File: src/rtl/strl_pkg.sv
`default_nettype none

package strl_pkg;

    // field widths
    localparam int ID_W   = 16;
    localparam int TIME_W = 32;
    localparam int WIN_W  = 16;
    localparam int POS_W  = 16;
    localparam int PAN_W  = 16;
    localparam int SLOT_W = 6;

    // pan dividend: 256 * position_x + map width, below 2^24 for map widths below 256
    localparam int NUM_W = POS_W + 8;

    // q1.14 unity and the saturated full-right quotient
    localparam logic [PAN_W-1:0] PAN_ONE  = 16'd16384;
    localparam logic [PAN_W-1:0] PAN_FULL = 16'd32768;

    localparam logic [WIN_W-1:0] WINDOW_RESET = 16'd50;

    // input transaction
    typedef struct packed {
        logic [ID_W-1:0]   sound_id;
        logic [TIME_W-1:0] now_ms;
        logic              has_position;
        logic [POS_W-1:0]  position_x;
    } t_req;

    // result transaction
    typedef struct packed {
        logic                    played;
        logic [ID_W-1:0]         play_id;
        logic signed [PAN_W-1:0] pan;
        logic [SLOT_W-1:0]       slot_used;
    } t_res;

endpackage

`default_nettype wire

File: src/rtl/sound_trigger_rate_limiter.sv
`default_nettype none

// Sound trigger rate limiter. A trigger is taken when start is high and busy is
// low; its one result shows on o_res for a single cycle with o_done high and
// cannot be held off. A trigger whose id sits in a slot played within the
// repeat window is dropped; otherwise the slot with the oldest time (lowest
// index on ties) is overwritten and a play with its q1.14 pan is reported.
// Each trigger's result strobe follows the slot scan: one slot is read from the
// slot memory per cycle, each read is registered and then evaluated, and the
// result is registered after the last slot. The pan quotient comes from a
// reciprocal multiply registered when the trigger is accepted. busy drops in
// the cycle the result is shown, so a new trigger can be taken only once the
// last one's result is shown. The window register is written through the cfg
// channel, which is always ready; write it only while idle.
module sound_trigger_rate_limiter #(
    parameter int SLOTS     = 8,
    parameter int MAP_WIDTH = 32
) (
    input  wire logic                       i_clk,
    input  wire logic                       i_rst_n,
    input  wire logic                       start,
    output logic                            busy,
    input  wire strl_pkg::t_req             i_req,
    output logic                            o_done,
    output strl_pkg::t_res                  o_res,
    input  wire logic                       i_cfg_valid,
    output logic                            o_cfg_ready,
    input  wire logic [strl_pkg::WIN_W-1:0] i_cfg_data
);

    localparam int IW = (SLOTS > 1) ? $clog2(SLOTS) : 1;
    localparam logic [IW-1:0] LAST = IW'(SLOTS - 1);

    typedef enum logic [1:0] {
        S_IDLE,
        S_SCAN,
        S_WAIT
    } t_state;

    t_state r_state;

    logic [strl_pkg::WIN_W-1:0]  r_window;
    strl_pkg::t_req              r_req;
    logic [IW-1:0]               r_addr;
    logic                        r_iss_done;
    logic                        r_rd_pend;
    logic [IW-1:0]               r_ev_idx;
    logic                        r_match;
    logic [IW-1:0]               r_old_idx;
    logic [strl_pkg::TIME_W-1:0] r_old_time;

    // slot memory and its registered read port
    logic [strl_pkg::ID_W-1:0]   mem_sound [SLOTS];
    logic [strl_pkg::TIME_W-1:0] mem_time  [SLOTS];
    logic [SLOTS-1:0]            r_slot_vld;
    logic [strl_pkg::ID_W-1:0]   r_rd_sound;
    logic [strl_pkg::TIME_W-1:0] r_rd_time;
    logic                        r_rd_vld;

    logic                        accept;
    logic                        finish;
    logic                        wr_en;
    logic [strl_pkg::ID_W-1:0]   cur_sound;
    logic [strl_pkg::TIME_W-1:0] cur_time;
    logic [strl_pkg::TIME_W-1:0] age;
    logic                        hit;
    logic                        take_old;

    logic [strl_pkg::NUM_W-1:0]  div_num;
    logic [strl_pkg::NUM_W-1:0]  div_quot;
    logic [strl_pkg::PAN_W-1:0]  pan_sat;

    assign accept      = start && !busy;
    assign busy        = (r_state != S_IDLE);
    assign o_cfg_ready = 1'b1;
    assign finish      = (r_state == S_WAIT);
    assign wr_en       = finish && !r_match;

    // compare unit: one slot per cycle, unwritten slots read as id 0 at time 0
    always_comb begin
        cur_sound = r_rd_vld ? r_rd_sound : '0;
        cur_time  = r_rd_vld ? r_rd_time  : '0;
        age       = r_req.now_ms - cur_time;
        hit       = (cur_sound == r_req.sound_id) &&
                    (age <= strl_pkg::TIME_W'(r_window));
        take_old  = (r_ev_idx == '0) || (cur_time < r_old_time);
    end

    // pan = round(128 * x / width) - 1.0, saturated at full right
    assign div_num = {i_req.position_x, 8'h00} + strl_pkg::NUM_W'(MAP_WIDTH);
    assign pan_sat = (div_quot > strl_pkg::NUM_W'(strl_pkg::PAN_FULL)) ?
                     strl_pkg::PAN_FULL : div_quot[strl_pkg::PAN_W-1:0];

    strl_div #(
        .MAP_WIDTH (MAP_WIDTH)
    ) u_div (
        .i_clk   (i_clk),
        .i_start (accept),
        .i_num   (div_num),
        .o_quot  (div_quot)
    );

    // slot memory: read the scan address, write the chosen slot at the end
    always_ff @(posedge i_clk) begin
        r_rd_sound <= mem_sound[r_addr];
        r_rd_time  <= mem_time[r_addr];
        r_rd_vld   <= r_slot_vld[r_addr];
        r_ev_idx   <= r_addr;
        if (wr_en) begin
            mem_sound[r_old_idx] <= r_req.sound_id;
            mem_time[r_old_idx]  <= r_req.now_ms;
        end
    end

    // slot valid bits, cleared by reset
    always_ff @(posedge i_clk) begin
        if (!i_rst_n) begin
            r_slot_vld <= '0;
        end else if (wr_en) begin
            r_slot_vld[r_old_idx] <= 1'b1;
        end
    end

    // sequencer
    always_ff @(posedge i_clk) begin
        if (!i_rst_n) begin
            r_state    <= S_IDLE;
            r_window   <= strl_pkg::WINDOW_RESET;
            r_addr     <= '0;
            r_iss_done <= 1'b0;
            r_rd_pend  <= 1'b0;
            r_match    <= 1'b0;
            o_done     <= 1'b0;
        end else begin
            o_done    <= finish;
            r_rd_pend <= (r_state == S_SCAN) && !r_iss_done;
            if (i_cfg_valid && o_cfg_ready) begin
                r_window <= i_cfg_data;
            end
            unique case (r_state)
                S_IDLE: begin
                    if (accept) begin
                        r_req      <= i_req;
                        r_addr     <= '0;
                        r_iss_done <= 1'b0;
                        r_match    <= 1'b0;
                        r_state    <= S_SCAN;
                    end
                end
                S_SCAN: begin
                    // issue reads
                    if (!r_iss_done) begin
                        if (r_addr == LAST) begin
                            r_iss_done <= 1'b1;
                        end else begin
                            r_addr <= r_addr + IW'(1);
                        end
                    end
                    // evaluate the slot read last cycle
                    if (r_rd_pend) begin
                        r_match <= r_match | hit;
                        if (take_old) begin
                            r_old_idx  <= r_ev_idx;
                            r_old_time <= cur_time;
                        end
                        if (r_ev_idx == LAST) begin
                            r_state <= S_WAIT;
                        end
                    end
                end
                S_WAIT: begin
                    o_res.played    <= !r_match;
                    o_res.play_id   <= r_req.sound_id;
                    o_res.pan       <= (!r_match && r_req.has_position) ?
                                       signed'(pan_sat - strl_pkg::PAN_ONE) : '0;
                    o_res.slot_used <= r_match ? '0 :
                                       strl_pkg::SLOT_W'(r_old_idx);
                    r_addr          <= '0;
                    r_state         <= S_IDLE;
                end
                default: begin
                    r_state <= S_IDLE;
                end
            endcase
        end
    end

endmodule

`default_nettype wire

File: src/rtl/strl_div.sv
`default_nettype none

// pan quotient by the constant 2 * MAP_WIDTH through a reciprocal multiply,
// exact for every dividend below 2^NUM_W, registered on start
module strl_div #(
    parameter int MAP_WIDTH = 32
) (
    input  wire logic                       i_clk,
    input  wire logic                       i_start,
    input  wire logic [strl_pkg::NUM_W-1:0] i_num,
    output logic [strl_pkg::NUM_W-1:0]      o_quot
);

    localparam int DIVISOR = 2 * MAP_WIDTH;
    localparam int SH      = strl_pkg::NUM_W + $clog2(DIVISOR);
    localparam longint unsigned RECIP =
        ((64'd1 << SH) + 64'(DIVISOR) - 64'd1) / 64'(DIVISOR);
    localparam int RW      = strl_pkg::NUM_W + 2;
    localparam int PW      = strl_pkg::NUM_W + RW;

    logic [PW-1:0]              prod;
    logic [strl_pkg::NUM_W-1:0] r_q;

    // dividend times the rounded-up reciprocal, quotient in the high bits
    assign prod = PW'(i_num) * PW'(RECIP);

    always_ff @(posedge i_clk) begin
        if (i_start) begin
            r_q <= strl_pkg::NUM_W'(prod >> SH);
        end
    end

    assign o_quot = r_q;

endmodule

`default_nettype wire

File: config.mk
export PLATFORM = sky130hd
export DESIGN_NAME = sound_trigger_rate_limiter
export DESIGN_NICKNAME = d
export VERILOG_FILES = /design/src/rtl/strl_pkg.sv /design/src/rtl/sound_trigger_rate_limiter.sv /design/src/rtl/strl_div.sv
export SDC_FILE = /design/constraint.sdc
export NUM_CORES = 1
export LEC_CHECK = 0
export ABC_CLOCK_PERIOD_IN_PS = 5100
export BUFFER_PORTS_ARGS = -buffer_cell sky130_fd_sc_hd__buf_2
export CAP_MARGIN = 20
export CORE_UTILIZATION = 55
export DETAILED_ROUTE_END_ITERATION = 8
export PLACE_DENSITY = 0.79
export SKIP_CTS_REPAIR_TIMING = 1
export SYNTH_ARGS = -nofsm -noshare
export SYNTH_HDL_FRONTEND = slang
export SYNTH_SLANG_ARGS = --single-unit
File: constraint.sdc
create_clock -name i_clk -period 5.1 [get_ports i_clk]
set_input_delay 1.53 -clock i_clk [delete_from_list [all_inputs] [get_ports i_clk]]
set_output_delay 1.53 -clock i_clk [all_outputs]
set_load 0.05 [all_outputs]
### Word-level counts from Yosys, hierarchy flattened

Memory sizes are Yosys's and may differ from the RTL's. A register that Yosys moved wholly into a read port is not among the register bits.
Cells that the tools add are included.

| word-level totals | value |
|---|---|
| flip-flop bits (word level) | 178 |
| latch bits | 0 |
| memory bits (writable) | 384 |
| bits in read-only memories | 0 |
| word-level logic and storage cells | 90 |
| memories kept | 2 |

| operators by class | value |
|---|---|
| add/subtract/negate cells | 4 |
| multiply operators | 0 |
| div/mod/pow operators | 0 |
| $lt $le $gt $ge | 6 |
| eq/ne operators | 10 |
| shifts and indexed selects | 0 |
| multiplexer cells | 23 |
| bitwise logic cells | 2 |
| reductions and logical operators | 22 |

Memories:

| name | words | bits a word | read ports | clocked after memory_dff | write ports | line | RTL |
|---|---|---|---|---|---|---|---|
| mem_time | 8 | 32 | 1 | 1 | 1 | sound_trigger_rate_limiter.sv:54 | `logic [strl_pkg::TIME_W-1:0] mem_time [SLOTS];` |
| mem_sound | 8 | 16 | 1 | 1 | 1 | sound_trigger_rate_limiter.sv:53 | `logic [strl_pkg::ID_W-1:0] mem_sound [SLOTS];` |

Operators by type and width:

| kind | number |
|---|---|
| $le 32x16->1 | 1 |
| $lt 32x32->1 | 1 |
| $mux 16 | 2 |
| $mux 32 | 1 |
| $sub 32x32->32 | 1 |
| $add 24x6->24 const B | 1 |
| $gt 18x16->1 const B | 1 |
| $eq 16x16->1 | 1 |
| $sub 16x15->16 const B | 1 |
| $mux 3 | 3 |
| $pmux 3 s3 | 1 |
| $reduce_and 3->1 | 3 |
| $lt 3x4->1 const B | 2 |
| $mux 1 | 8 |
| $ne 2x2->1 const B | 4 |
| $or 8x8->8 | 1 |
| $reduce_and 4->1 | 2 |
| $eq 3x3->1 const B | 2 |
| $logic_and 1x1->1 | 6 |
| $mux 2 | 3 |
| $pmux 1 s2 | 2 |
| $pmux 2 s2 | 1 |
| $reduce_and 2->1 | 2 |
| $reduce_bool 2->1 | 2 |
| 13 further kinds | 15 |

### Depth between registers and ports, before layout

Gate-level depths: netlist (run 1).

| depth | value |
|---|---|
| word-level depth | 7 |
| depth in mapped cells | 24 |
| gate-level depth less buffers | 21 |

### Modules after synthesis

A second synthesis (run 1) with hierarchy kept.

| second synthesis, totals | value |
|---|---|
| cell total of the unflattened synthesis | 1480 |
| area total of the unflattened synthesis | 24812.5 um2 |

Modules (own cells, without submodules):

| module | instances | cells each | area an instance (um2) | seq. area each (um2) |
|---|---|---|---|---|
| sound_trigger_rate_limiter | 1 | 1455 | 24223.2 | 16836.1 |
| strl_div | 1 | 25 | 589.3 | 540.5 |

### Worst setup path before layout (run 1)

No wires, ideal clock.

| timing path | value |
|---|---|
| path type | input to register |
| from | in i_rst_n |
| to | reg o_res[0] (netlist name), enable pin |
| library setup time | 475 ps |
| arrival | 4572 ps |
| slack | 53 ps |
| stages | 4 |
| buffers on the path | 2 |
| cells stage by stage | clkbuf_1 inv_1 clkbuf_1 nor3b_1 |

| on the way | value |
|---|---|
| cells in the longest elaborated chain, start to end | 1 |

RTL lines:

| what | line | RTL |
|---|---|---|
| from (decl) | sound_trigger_rate_limiter.sv:20 | `input wire logic i_rst_n,` |
| $reduce_and 2->1 (no source line) | n/a |  |
| to (decl) | sound_trigger_rate_limiter.sv:25 | `output strl_pkg::t_res o_res,` |

Every way passes these cells.
A chain may end at the register's enable or synchronous reset.

### Worst setup path after layout (run 1)

| timing path | value |
|---|---|
| from | reg r_req[20] (netlist name) |
| to | reg r_match |

| on the way | value |
|---|---|
| cells in the longest elaborated chain, start to end | 6 |

RTL lines:

| what | line | RTL |
|---|---|---|
| from (decl) | sound_trigger_rate_limiter.sv:43 | `strl_pkg::t_req r_req;` |
| from (signal assigned) | sound_trigger_rate_limiter.sv:143 | `r_req <= i_req;` |
| $sub 32x32->32 | sound_trigger_rate_limiter.sv:83 | `age = r_req.now_ms - cur_time;` |
| $le 32x16->1 | sound_trigger_rate_limiter.sv:85 | `(age <= strl_pkg::TIME_W'(r_window));` |
| $logic_and 1x1->1 | sound_trigger_rate_limiter.sv:84 | `hit = (cur_sound == r_req.sound_id) &&` |
| $or 1x1->1 | sound_trigger_rate_limiter.sv:161 | `r_match <= r_match \| hit;` |
| $mux 1 | sound_trigger_rate_limiter.sv:160 | `if (r_rd_pend) begin` |
| $pmux 1 s2 | sound_trigger_rate_limiter.sv:140 | `unique case (r_state)` |
| to (signal assigned) | sound_trigger_rate_limiter.sv:161 |  |
| to (decl) | sound_trigger_rate_limiter.sv:48 | `logic r_match;` |

Every way passes these cells. The select of a mux whose other input is x is not followed.

==> key figures, run 1 <==
Final layout
  • Fill cell count: 2984
  • Share of cells above drive strength 1: 25.2%
  • Fin util: 64.2%
  • N_diodes: 0
  • Fin nets: 1780
  • Area Overhead vs Synth: 14.1%

Detailed routing
  • Wire per inst: 22.4 um
  • Met3 WL: 3.69 mm
  • DR iter-0 viols: 1204
  • DR WL met2: 24.5 mm
  • Top Layer Used: met4
  • Met1 WL: 21.0 mm
  • Vias per inst: 5.84
  • DR vias: 13115
  • Post-Route WL: 50.3 mm
  • Drt pass-1 iters: 5
  • # DRC: 0
  • Antenna Violating Nets Remaining: 0

Logic synthesis
  • Register area share after synthesis: 70.6%
  • Synth cell types: 67
  • Post-Syn Area: 24500 um^2
  • Mapped Avg Cell Area: 16.7 um^2
  • Post-synth ARST share: 0%
  • #FFs+latches synth: 603
  • Post-synth EDFFs: 518
  • Top cells by area, synth: edfxtp_1 (64%), mux4_2 (9.0%), dfxtp_1 (7.0%)
  • Synth Flop Type: edfxtp_1
  • Synth area leader: edfxtp_1
  • Post-synth top area share: 63.6%
  • Yosys warns: 0
  • Syn Inst Count: 1462

Global routing
  • Initial antenna violation count: 1
  • GRT overflow: 0
  • Vias in the first global route: 13591
  • All-Layer GR Usage: 23.1%
  • First-pass GRT wire length: 77.2 mm
  • Largest net degree at the start of global routing: 68

Die
  • FP Rows: 76
  • Core area: 43500 um^2
  • Die Y: 213 um
  • Ports: 127
  • Die area: 45300 um^2
  • Initial core utilization: 56.3%
  • Die Span X: 213 um

Timing
  • Post-route setup TNS: 0 ns
  • Slew margin rel.: 26.0%
  • Final hold vios: 0
  • Max-slew violation count: 0
  • Worst hold slack: 0.444 ns
  • Final Cycle Share: 92.2%
  • RSZ-0062 raised after global routing: no
  • Max Freq: 213 MHz
  • Final setup viols: 0
  • Skew final: 0.0186 ns
  • Tightest Pin Transition: 1.11 ns
  • Fin crit period: 4.70 ns

Job
  • Number of max-cap violations: 0

Critical path
  • WS Path Type: reg -> reg
  • Crit path max fanout: 9
  • CP endpoint kind: register
  • Worst EP required: 5.61 ns
  • Setup crit start kind: register
  • Crit path DAT: 5.21 ns

Clock tree
  • CTS tree: done
  • CTS H-Tree Depth: 2
  • Root Driver: clkbuf_16
  • Clock Path Buffers: 3
  • Clock transition at path regs: 0.07 ns
  • Clk sinks: 603
  • Cts bufs inserted: 56
  • Worst-Skew Late Latency: 0.61 ns

Placed design
  • DPL Wire Length: 31.0 mm
  • RePlAce Congestion: 0.926
  • Port Buffer Count: 120

Pwr
  • Leakage: 10.0 nW
  • PD cells: 370 nW/um^2
  • Pwr Total: 10.3 mW
  • VDD IR-drop max: 0.000339 V

Status
  • Result of the run: finished, final reports clean

Min path
  • Worst hold path class: reg -> reg
flip-flops by register name, summed over array words and instances (netlist names), 2 cells and up:
signal and cells:
mem_sound 128, mem_time 256, o_res 34, r_addr 3, r_ev_idx 3, r_old_idx 3, r_old_time 32, r_rd_sound 16
r_rd_time 32, r_req 49, r_slot_vld 8, r_state 2, r_window 16, u_div.o_quot 16
cell families (layout without fill, tap and decap cells):
group                    count (synthesis)  after routing  synth area share, %
other                                    2              6               0.0307
buffers and inverters                  153            346                 2.47
XOR/XNOR                                30             30                 1.07
AND/OR/NAND/NOR                        267            267                 5.32
multiplexers                           165            165                 12.0
flip-flops                             603            603                 70.6
adder cells (fa/ha/maj)                 82             82                 4.23
AO/OA/AOI/OAI                          160            160                 4.30
cell type report:
cell class	count	area, um^2	area share (%)
flip-flops and latches	603	17300	61.9
multi-input cells	710	6710	24.0
clock buffers	72	1550	5.56
repair buffers	144	826	2.96
well taps	585	732	2.62
clock inverters	32	443	1.59
inverters	98	368	1.32
power breakdown:
part / switching, mW / total [mW] / internal (mW)
combinational: 0.208 / 0.403 / 0.195
clock: 1.79 / 4.45 / 2.66
sequential: 0.0805 / 5.47 / 5.39
total: 2.08 / 10.3 / 8.24
synthesized netlist by cell type (all sizes together) (8+ instances only):
library cell	instances
nand2	73
xor2	8
nand4	20
inv	98
nand3	16
mux2i	16
o211ai	8
mux4	98
and2	18
buf	22
ha	81
o21ai	33
mux2	51
xnor2	22
a21o	18
dfxtp	85
nor3	14
clkbuf	33
nor2b	13
nor2	76
a21oi	47
nand2b	11
edfxtp	518
nor4	8
placed cells by master (no fill, tap or decap), drive strengths merged, types with 4 or more instances in the layout:
cell type,netlist,routed
a211oi,7,7
a21o,18,18
a21oi,47,47
a22oi,7,7
a31oi,6,6
and2,18,18
buf,22,144
bufinv,0,10
clkbuf,33,72
clkinv,0,17
clkinvlp,0,4
conb,2,6
dfxtp,85,85
edfxtp,518,518
ha,81,81
inv,98,99
mux2,51,51
mux2i,16,16
mux4,98,98
nand2,73,73
nand2b,11,11
nand3,16,16
nand4,20,20
nor2,76,76
nor2b,13,13
nor3,14,14
nor4,8,8
o211ai,8,8
o21ai,33,33
o22ai,4,4
o31ai,4,4
xnor2,22,22
xor2,8,8
worst max-delay path, stage by stage (launching register included):
cell and delay (ns):
edfxtp_1 0.52, ha_1 0.44, and2_1 0.14, o21ai_0 0.14
a31oi_1 0.29, nor2_1 0.11, or2_2 0.31, and2_1 0.19
o221a_2 0.24, xnor2_1 0.13, ha_1 0.30, a21oi_1 0.15
nor2b_1 0.06, o21ai_0 0.15, o21ai_0 0.12, a211oi_1 0.25
o22ai_1 0.12, nor4_1 0.19, nand4_1 0.12, or4_1 0.42
o31ai_1 0.20
stage by stage:
| step | worst slack (ns) | area, um^2 | instances |
|---|---|---|---|
| after detailed placement | 0.494 | 25900 | 2140 |
| after floorplan | 0.0535 | 24500 | 1466 |
| after CTS | 0.456 | 27900 | 2244 |
| after global routing | 0.0557 | 27900 | 2244 |
| after global placement | 0.724 | 25900 | 2139 |
| final | 0.398 | 27900 | 2244 |
worst paths after layout:
check / start / to / slack [ns] / cells after the start
setup / recovery: r_req[20] / r_match / 0.40 / 20
hold / removal: r_iss_done / r_rd_pend / 0.44 / 1
setup reg to reg: r_req[20] / r_match / 0.40 / 20
hold reg to reg: r_iss_done / r_rd_pend / 0.44 / 1
per-layer routing:
layer  global-route usage, %  up-vias
li1                        -     5915
met3                    5.25       85
met2                    37.4      491
met4                    7.19        0
met1                    31.2     6624
met5                       0        -
(Power assumes the default switching activity.)
==> run 2: changes to the inputs <==
ABC_AREA = 1   (was default)
==> run 2 against run 1 <==
  * Clock power fell by 2%
  * Sequential power increased by 2%
  * Highest routed layer unchanged
  * Hold slack worse by 0.023 ns
  * Die area up 3.8%
  * Register-to-register slack improved by 0.88 ns
  * Worst setup slack gained 0.88 ns
  * Final area rose by 2.7%
  * Fmax increased by 23%
  * First-iteration DRC count grew 36%
  * Critical endpoint unchanged
  * Synthesized cell count is 58% higher
  * Via count is 32% higher
==> key figures, run 2 <==
Status
  • Result of the run: finished, final reports clean

Placed design
  • DP Area: 26700 um^2
  • DPL Wire Length: 37.1 mm
  • Cell count after placement: 2960
  • Port Buffer Count: 120
  • RePlAce Congestion: 0.939

Logic synthesis
  • Synth area leader: edfxtp_1
  • Syn Inst Count: 2305
  • Post-synth top area share: 61.3%
  • Mapped Avg Cell Area: 11.0 um^2
  • #FFs+latches synth: 603
  • Register area share after synthesis: 68.0%
  • Synth cell types: 40
  • Yosys warns: 0
  • Commonest cells in the synthesized netlist: edfxtp_1 (518), nor2_1 (461), nand2_1 (307)
  • Post-synth ARST share: 0%
  • Most common cell in the netlist: edfxtp_1
  • Post-synth EDFFs: 518
  • Top cells by area, synth: edfxtp_1 (61%), nor2_1 (6.8%), dfxtp_1 (6.7%)
  • Post-Syn Area: 25400 um^2
  • Synth Flop Type: edfxtp_1

Pwr
  • Pwr Total: 11.1 mW
  • Leakage: 11.2 nW
  • PD cells: 389 nW/um^2
  • VDD IR-drop max: 0.000415 V

Final layout
  • Fin nets: 2588
  • Non-Filler Instances: 3069
  • Max FFs per register: 256
  • Fin util: 63.0%
  • Most common cell after layout, fill and taps aside: edfxtp_1
  • Area Overhead vs Synth: 12.8%
  • Share of cells above drive strength 1: 10.9%
  • Final Cell Area: 28600 um^2
  • Top flop regs: mem_time (256), mem_sound (128), r_req (49)
  • Reg with most FFs: mem_time
  • N_diodes: 0
  • Most frequent cells in the layout: edfxtp_1 (518), nor2_1 (451), nand2_1 (307), o21ai_0 (230), inv_1 (219)

Detailed routing
  • # DRC: 0
  • Post-Route WL: 59.1 mm
  • Vias per inst: 5.64
  • Antenna Violating Nets Remaining: 0
  • DR iter-0 viols: 1640
  • DR vias: 17314
  • Wire per inst: 19.2 um
  • Drt pass-1 iters: 6

Timing
  • Tightest Pin Transition: 1.08 ns
  • Max Freq: 262 MHz
  • Fin crit period: 3.82 ns
  • RSZ-0062 raised after global routing: no
  • Final setup viols: 0
  • Final Cycle Share: 74.9%
  • Skew final: 0.0267 ns
  • Max-slew violation count: 0
  • Post-route setup TNS: 0 ns
  • Final hold vios: 0
  • Slew margin rel.: 27.9%

Clock tree
  • CTS H-Tree Depth: 2
  • Cts bufs inserted: 58
  • Worst-Skew Late Latency: 0.61 ns
  • Clk sinks: 603
  • Clock Path Buffers: 3
  • CTS tree: done
  • Root Driver: clkbuf_16
  • Clock transition at path regs: 0.06 ns

Min path
  • Hold endpoint: r_ev_idx[2]
  • Worst hold path class: reg -> reg
  • Hold path depth: 0
  • Worst hold start: r_addr[2]

Critical path
  • WS Path Type: reg -> reg
  • R2R setup slack: 1.28 ns
  • CP endpoint kind: register
  • Reg2reg start: r_rd_vld
  • R2R cell count: 23
  • Crit path max fanout: 42
  • Setup crit start: r_rd_vld
  • Worst EP required: 5.65 ns
  • Worst R2R End: r_match
  • Crit path DAT: 4.36 ns
  • Setup crit start kind: register

Die
  • Initial core utilization: 55.8%
  • Die Span X: 217 um
  • Die Y: 217 um
  • Die area: 47000 um^2
  • FP Rows: 78
  • Core area: 45500 um^2
  • Ports: 127

Global routing
  • All-Layer GR Usage: 25.1%
  • Largest net degree at the start of global routing: 113
  • Vias in the first global route: 17172
  • Initial antenna violation count: 0
  • GRT overflow: 0
  • First-pass GRT wire length: 91.2 mm

Job
  • Number of max-cap violations: 0
[run 2: changes by cell type after synthesis, sizes merged, moves of 51 or more]
cell	change
inv	+125
mux4	-98
nand2	+239
mux2	-51
o21ai	+197
nor2	+391
[run 2: area by class of cell]
class	instances	area [um^2]
inverters	228	858
repair buffers	143	836
multi-input cells	1387	7000
clock buffers	69	1520
flip-flops and latches	603	17300
well taps	600	751
fillers	3441	16800
clock inverters	39	413
[run 2: layer usage]
layer / up-vias / routed length (um) / global-route usage [%]
met5: - / 0 / 0
met4: 0 / 1250 / 7.21
met3: 110 / 4210 / 3.82
met2: 762 / 28800 / 42.6
met1: 8289 / 24800 / 33.5
li1: 8153 / - / -
[run 2: power breakdown]
group	switching, mW	total [mW]	internal, mW	leakage, nW
sequential	0.127	5.58	5.46	5.40
combinational	0.776	1.17	0.398	4.85
clock	1.83	4.37	2.54	0.958
total	2.73	11.1	8.40	11.2
[run 2: metrics by stage]
stage | hold WS (ns) | worst slack [ns]
after floorplan | 0.352 | 0.619
after global placement | 0.399 | 1.43
after detailed placement | 0.398 | 1.32
after CTS | 0.409 | 1.32
after global routing | 0.418 | 0.911
final | 0.422 | 1.28
[run 2: worst max path at each step]
stage                     end  slack (ns)  cells past startpoint
floorplan           r_req[16]        0.62                      3
global placement      r_match        1.43                     23
detailed placement    r_match        1.32                     23
CTS                   r_match        1.32                     23
global route          r_match        0.91                     23
finish                r_match        1.28                     23
[run 2: kinds of logic (layout without fill, tap and decap cells)]
logic type / after synthesis / after routing / synth area share, %
AO/OA/AOI/OAI: 416 / 416 / 8.91
adder cells (fa/ha/maj): 82 / 82 / 4.07
buffers and inverters: 319 / 479 / 4.86
flip-flops: 603 / 603 / 68.0
AND/OR/NAND/NOR: 863 / 863 / 13.5
XOR/XNOR: 20 / 20 / 0.690
other: 2 / 6 / 0.0296
[run 2: critical path, cell delays in order (launching register included)]
cell     delay [ns]
dfxtp_2        0.93
nand2_1        0.22
ha_1           0.47
nand2_2        0.12
nor2_2         0.14
nand2_1        0.07
nand3_2        0.11
nand2_1        0.06
nand2_1        0.13
xor2_1         0.22
ha_1           0.27
nand2_1        0.07
inv_1          0.05
o21ai_0        0.07
a21oi_1        0.08
nor2_1         0.09
nand2_1        0.06
nand2_1        0.09
nand3_1        0.08
nor2_1         0.11
nand3_1        0.08
nor2_1         0.08
nand2_1        0.07
a21oi_2        0.11
==> run 3: changes to the inputs <==
ABC_CLOCK_PERIOD_IN_PS = 3100   (was 5100)
clock period = 3.1 ns   (was 5.1 ns; I/O delays follow)
==> run 3 against run 2 <==
  * The flow now finishes with violations (setup timing)
  * Critical path depth grew 2
  * Final cell count grew 3.2%
  * Sequential power grew 63%
  * Hold slack lost 0.022 ns
  * Clock power grew 57%
  * Non-clock buffer count grew 98
  * Clock-buffer cell count grew 16
  * Combinational power grew 99%
  * Core utilization grew 2.4 points
  * First-iteration DRC count grew 4.0%
  * Clock skew shrank 0.0078 ns
  * Die area is the same
  * Critical endpoint unchanged
  * Largest power group unchanged
==> key figures, run 3 (synthesis results as in run 2) <==
Status
  • Result of the run: complete, but fails checks
  • Failing checks: setup timing

Clock tree
  • CTS H-Tree Depth: 2
  • Worst-Skew Late Latency: 0.61 ns
  • Cts bufs inserted: 58
  • Clock transition at path regs: 0.07 ns
  • CTS tree: done
  • Root Driver: clkbuf_16
  • Clk sinks: 603
  • Clock Path Buffers: 3

Pwr
  • VDD IR-drop max: 0.000614 V
  • Flop pwr share: 49.8%
  • Clk pwr share: 37.4%
  • Pwr Total: 18.3 mW
  • Comb pwr share: 12.7%
  • Leakage: 11.7 nW
  • P_sw: 4.52 mW
  • Switching share of power: 24.7%
  • Internal Power: 13.8 mW
  • PD cells: 615 nW/um^2

Global routing
  • First-pass GRT wire length: 92.4 mm
  • Initial antenna violation count: 0
  • Vias in the first global route: 17431
  • GRT overflow: 0
  • Largest net degree at the start of global routing: 96
  • All-Layer GR Usage: 25.6%

Timing
  • Final Cycle Share: 103%
  • Post-route setup TNS: -0.0843 ns
  • Fin crit period: 3.18 ns
  • RSZ-0062 raised after global routing: yes
  • Max Freq: 314 MHz
  • Tightest Pin Transition: 0.912 ns
  • Slew margin rel.: 39.2%
  • Final setup viols: 1
  • Post-route setup slack: -0.0843 ns
  • Max-slew violation count: 0
  • Skew final: 0.0189 ns
  • Final hold vios: 0

Critical path
  • Crit path DAT: 3.73 ns
  • R2R cell count: 25
  • CP endpoint kind: register
  • WS Path Type: reg -> reg
  • Reg2reg start: r_rd_vld
  • Worst R2R End: r_match
  • Worst EP required: 3.64 ns
  • Setup crit start kind: register
  • Crit path max fanout: 8
  • R2R setup slack: -0.08 ns

Detailed routing
  • Post-Route WL: 60.7 mm
  • DR iter-0 viols: 1705
  • DR vias: 17685
  • Vias per inst: 5.58
  • Wire per inst: 19.2 um
  • Drt pass-1 iters: 5
  • Antenna Violating Nets Remaining: 0
  • # DRC: 0

Final layout
  • Most frequent cells in the layout: edfxtp_1 (518), nor2_1 (446), nand2_1 (290), o21ai_0 (229), inv_1 (217)
  • Fin nets: 2686
  • Top flop regs: mem_time (256), mem_sound (128), r_req (49)
  • Fin util: 65.4%
  • Share of cells above drive strength 1: 15.9%
  • Reg with most FFs: mem_time
  • Most common cell after layout, fill and taps aside: edfxtp_1
  • N_diodes: 0
  • Max FFs per register: 256
  • Area Overhead vs Synth: 17.2%

Die
  • Die area: 47000 um^2
  • Ports: 127
  • Die Y: 217 um
  • Core area: 45500 um^2
  • Die Span X: 217 um
  • Initial core utilization: 55.8%
  • FP Rows: 78

Placed design
  • Port Buffer Count: 120
  • RePlAce Congestion: 0.971
  • Setup WS pre-CTS: -0.182 ns
  • DPL Wire Length: 38.2 mm

Min path
  • Worst hold path class: reg -> reg
  • Hold path depth: 0
  • Worst hold start: r_addr[2]
  • Hold endpoint: r_ev_idx[2]

Job
  • Number of max-cap violations: 0
-- run 3: through the flow --
step	hold slack, ns	cell area, um^2	cells
floorplan	0.352	25400	2309
global placement	0.379	27500	3052
detailed placement	0.380	27500	3052
CTS	0.390	29300	3160
global route	0.415	29700	3167
finish	0.399	29700	3167
-- run 3: metal layers --
layer,track usage [%],wire length [um],up-vias
li1,-,-,8336
met1,34.3,25300,8494
met2,42.8,29300,702
met3,3.69,4160,153
met4,9.01,1950,0
met5,0,0,-
-- run 3: critical path, stage by stage (launching register included) --
cell	delay [ns]
dfxtp_4	0.37
buf_8	0.15
nand2_4	0.07
inv_4	0.04
ha_4	0.16
fa_2	0.44
inv_2	0.08
nand2_2	0.06
nand3_4	0.08
nand2_2	0.06
nand2_2	0.08
xor2_1	0.16
ha_1	0.25
nand2_1	0.06
inv_1	0.05
o21ai_1	0.07
a21oi_1	0.08
nor2_1	0.11
nand2_1	0.05
nand2_1	0.08
nand3_1	0.09
nor2_1	0.13
nand3_1	0.08
nor2_1	0.11
nand2_1	0.07
a21oi_2	0.14
-- run 3: area by class of cell --
class,instances,area [um^2]
flip-flops and latches,603,17300
repair buffers,241,1730
clock buffers,85,1640
fillers,3310,15700
clock inverters,23,214
well taps,600,751
inverters,228,861
multi-input cells,1387,7290
-- run 3: worst max-delay path by stage --
stage                    start         endpoint  slack, ns  cells after the start
finish                r_rd_vld          r_match      -0.08                     25
global route          r_rd_vld          r_match      -0.29                     25
detailed placement    r_rd_vld          r_match      -0.18                     21
global placement      r_rd_vld          r_match      -0.05                     23
floorplan           r_state[1]  mem_sound[3][0]      -0.19                      8
CTS                   r_rd_vld          r_match      -0.21                     21
-- run 3: power by group through the flow --
stage	sequential, mW	clock [mW]	combinational, mW
finish	9.12	6.85	2.33
global route	9.14	7.21	2.59
CTS	9.12	6.93	2.19
detailed placement	9.29	0	2.17
global placement	9.28	0	2.11
floorplan	9.23	0	1.42
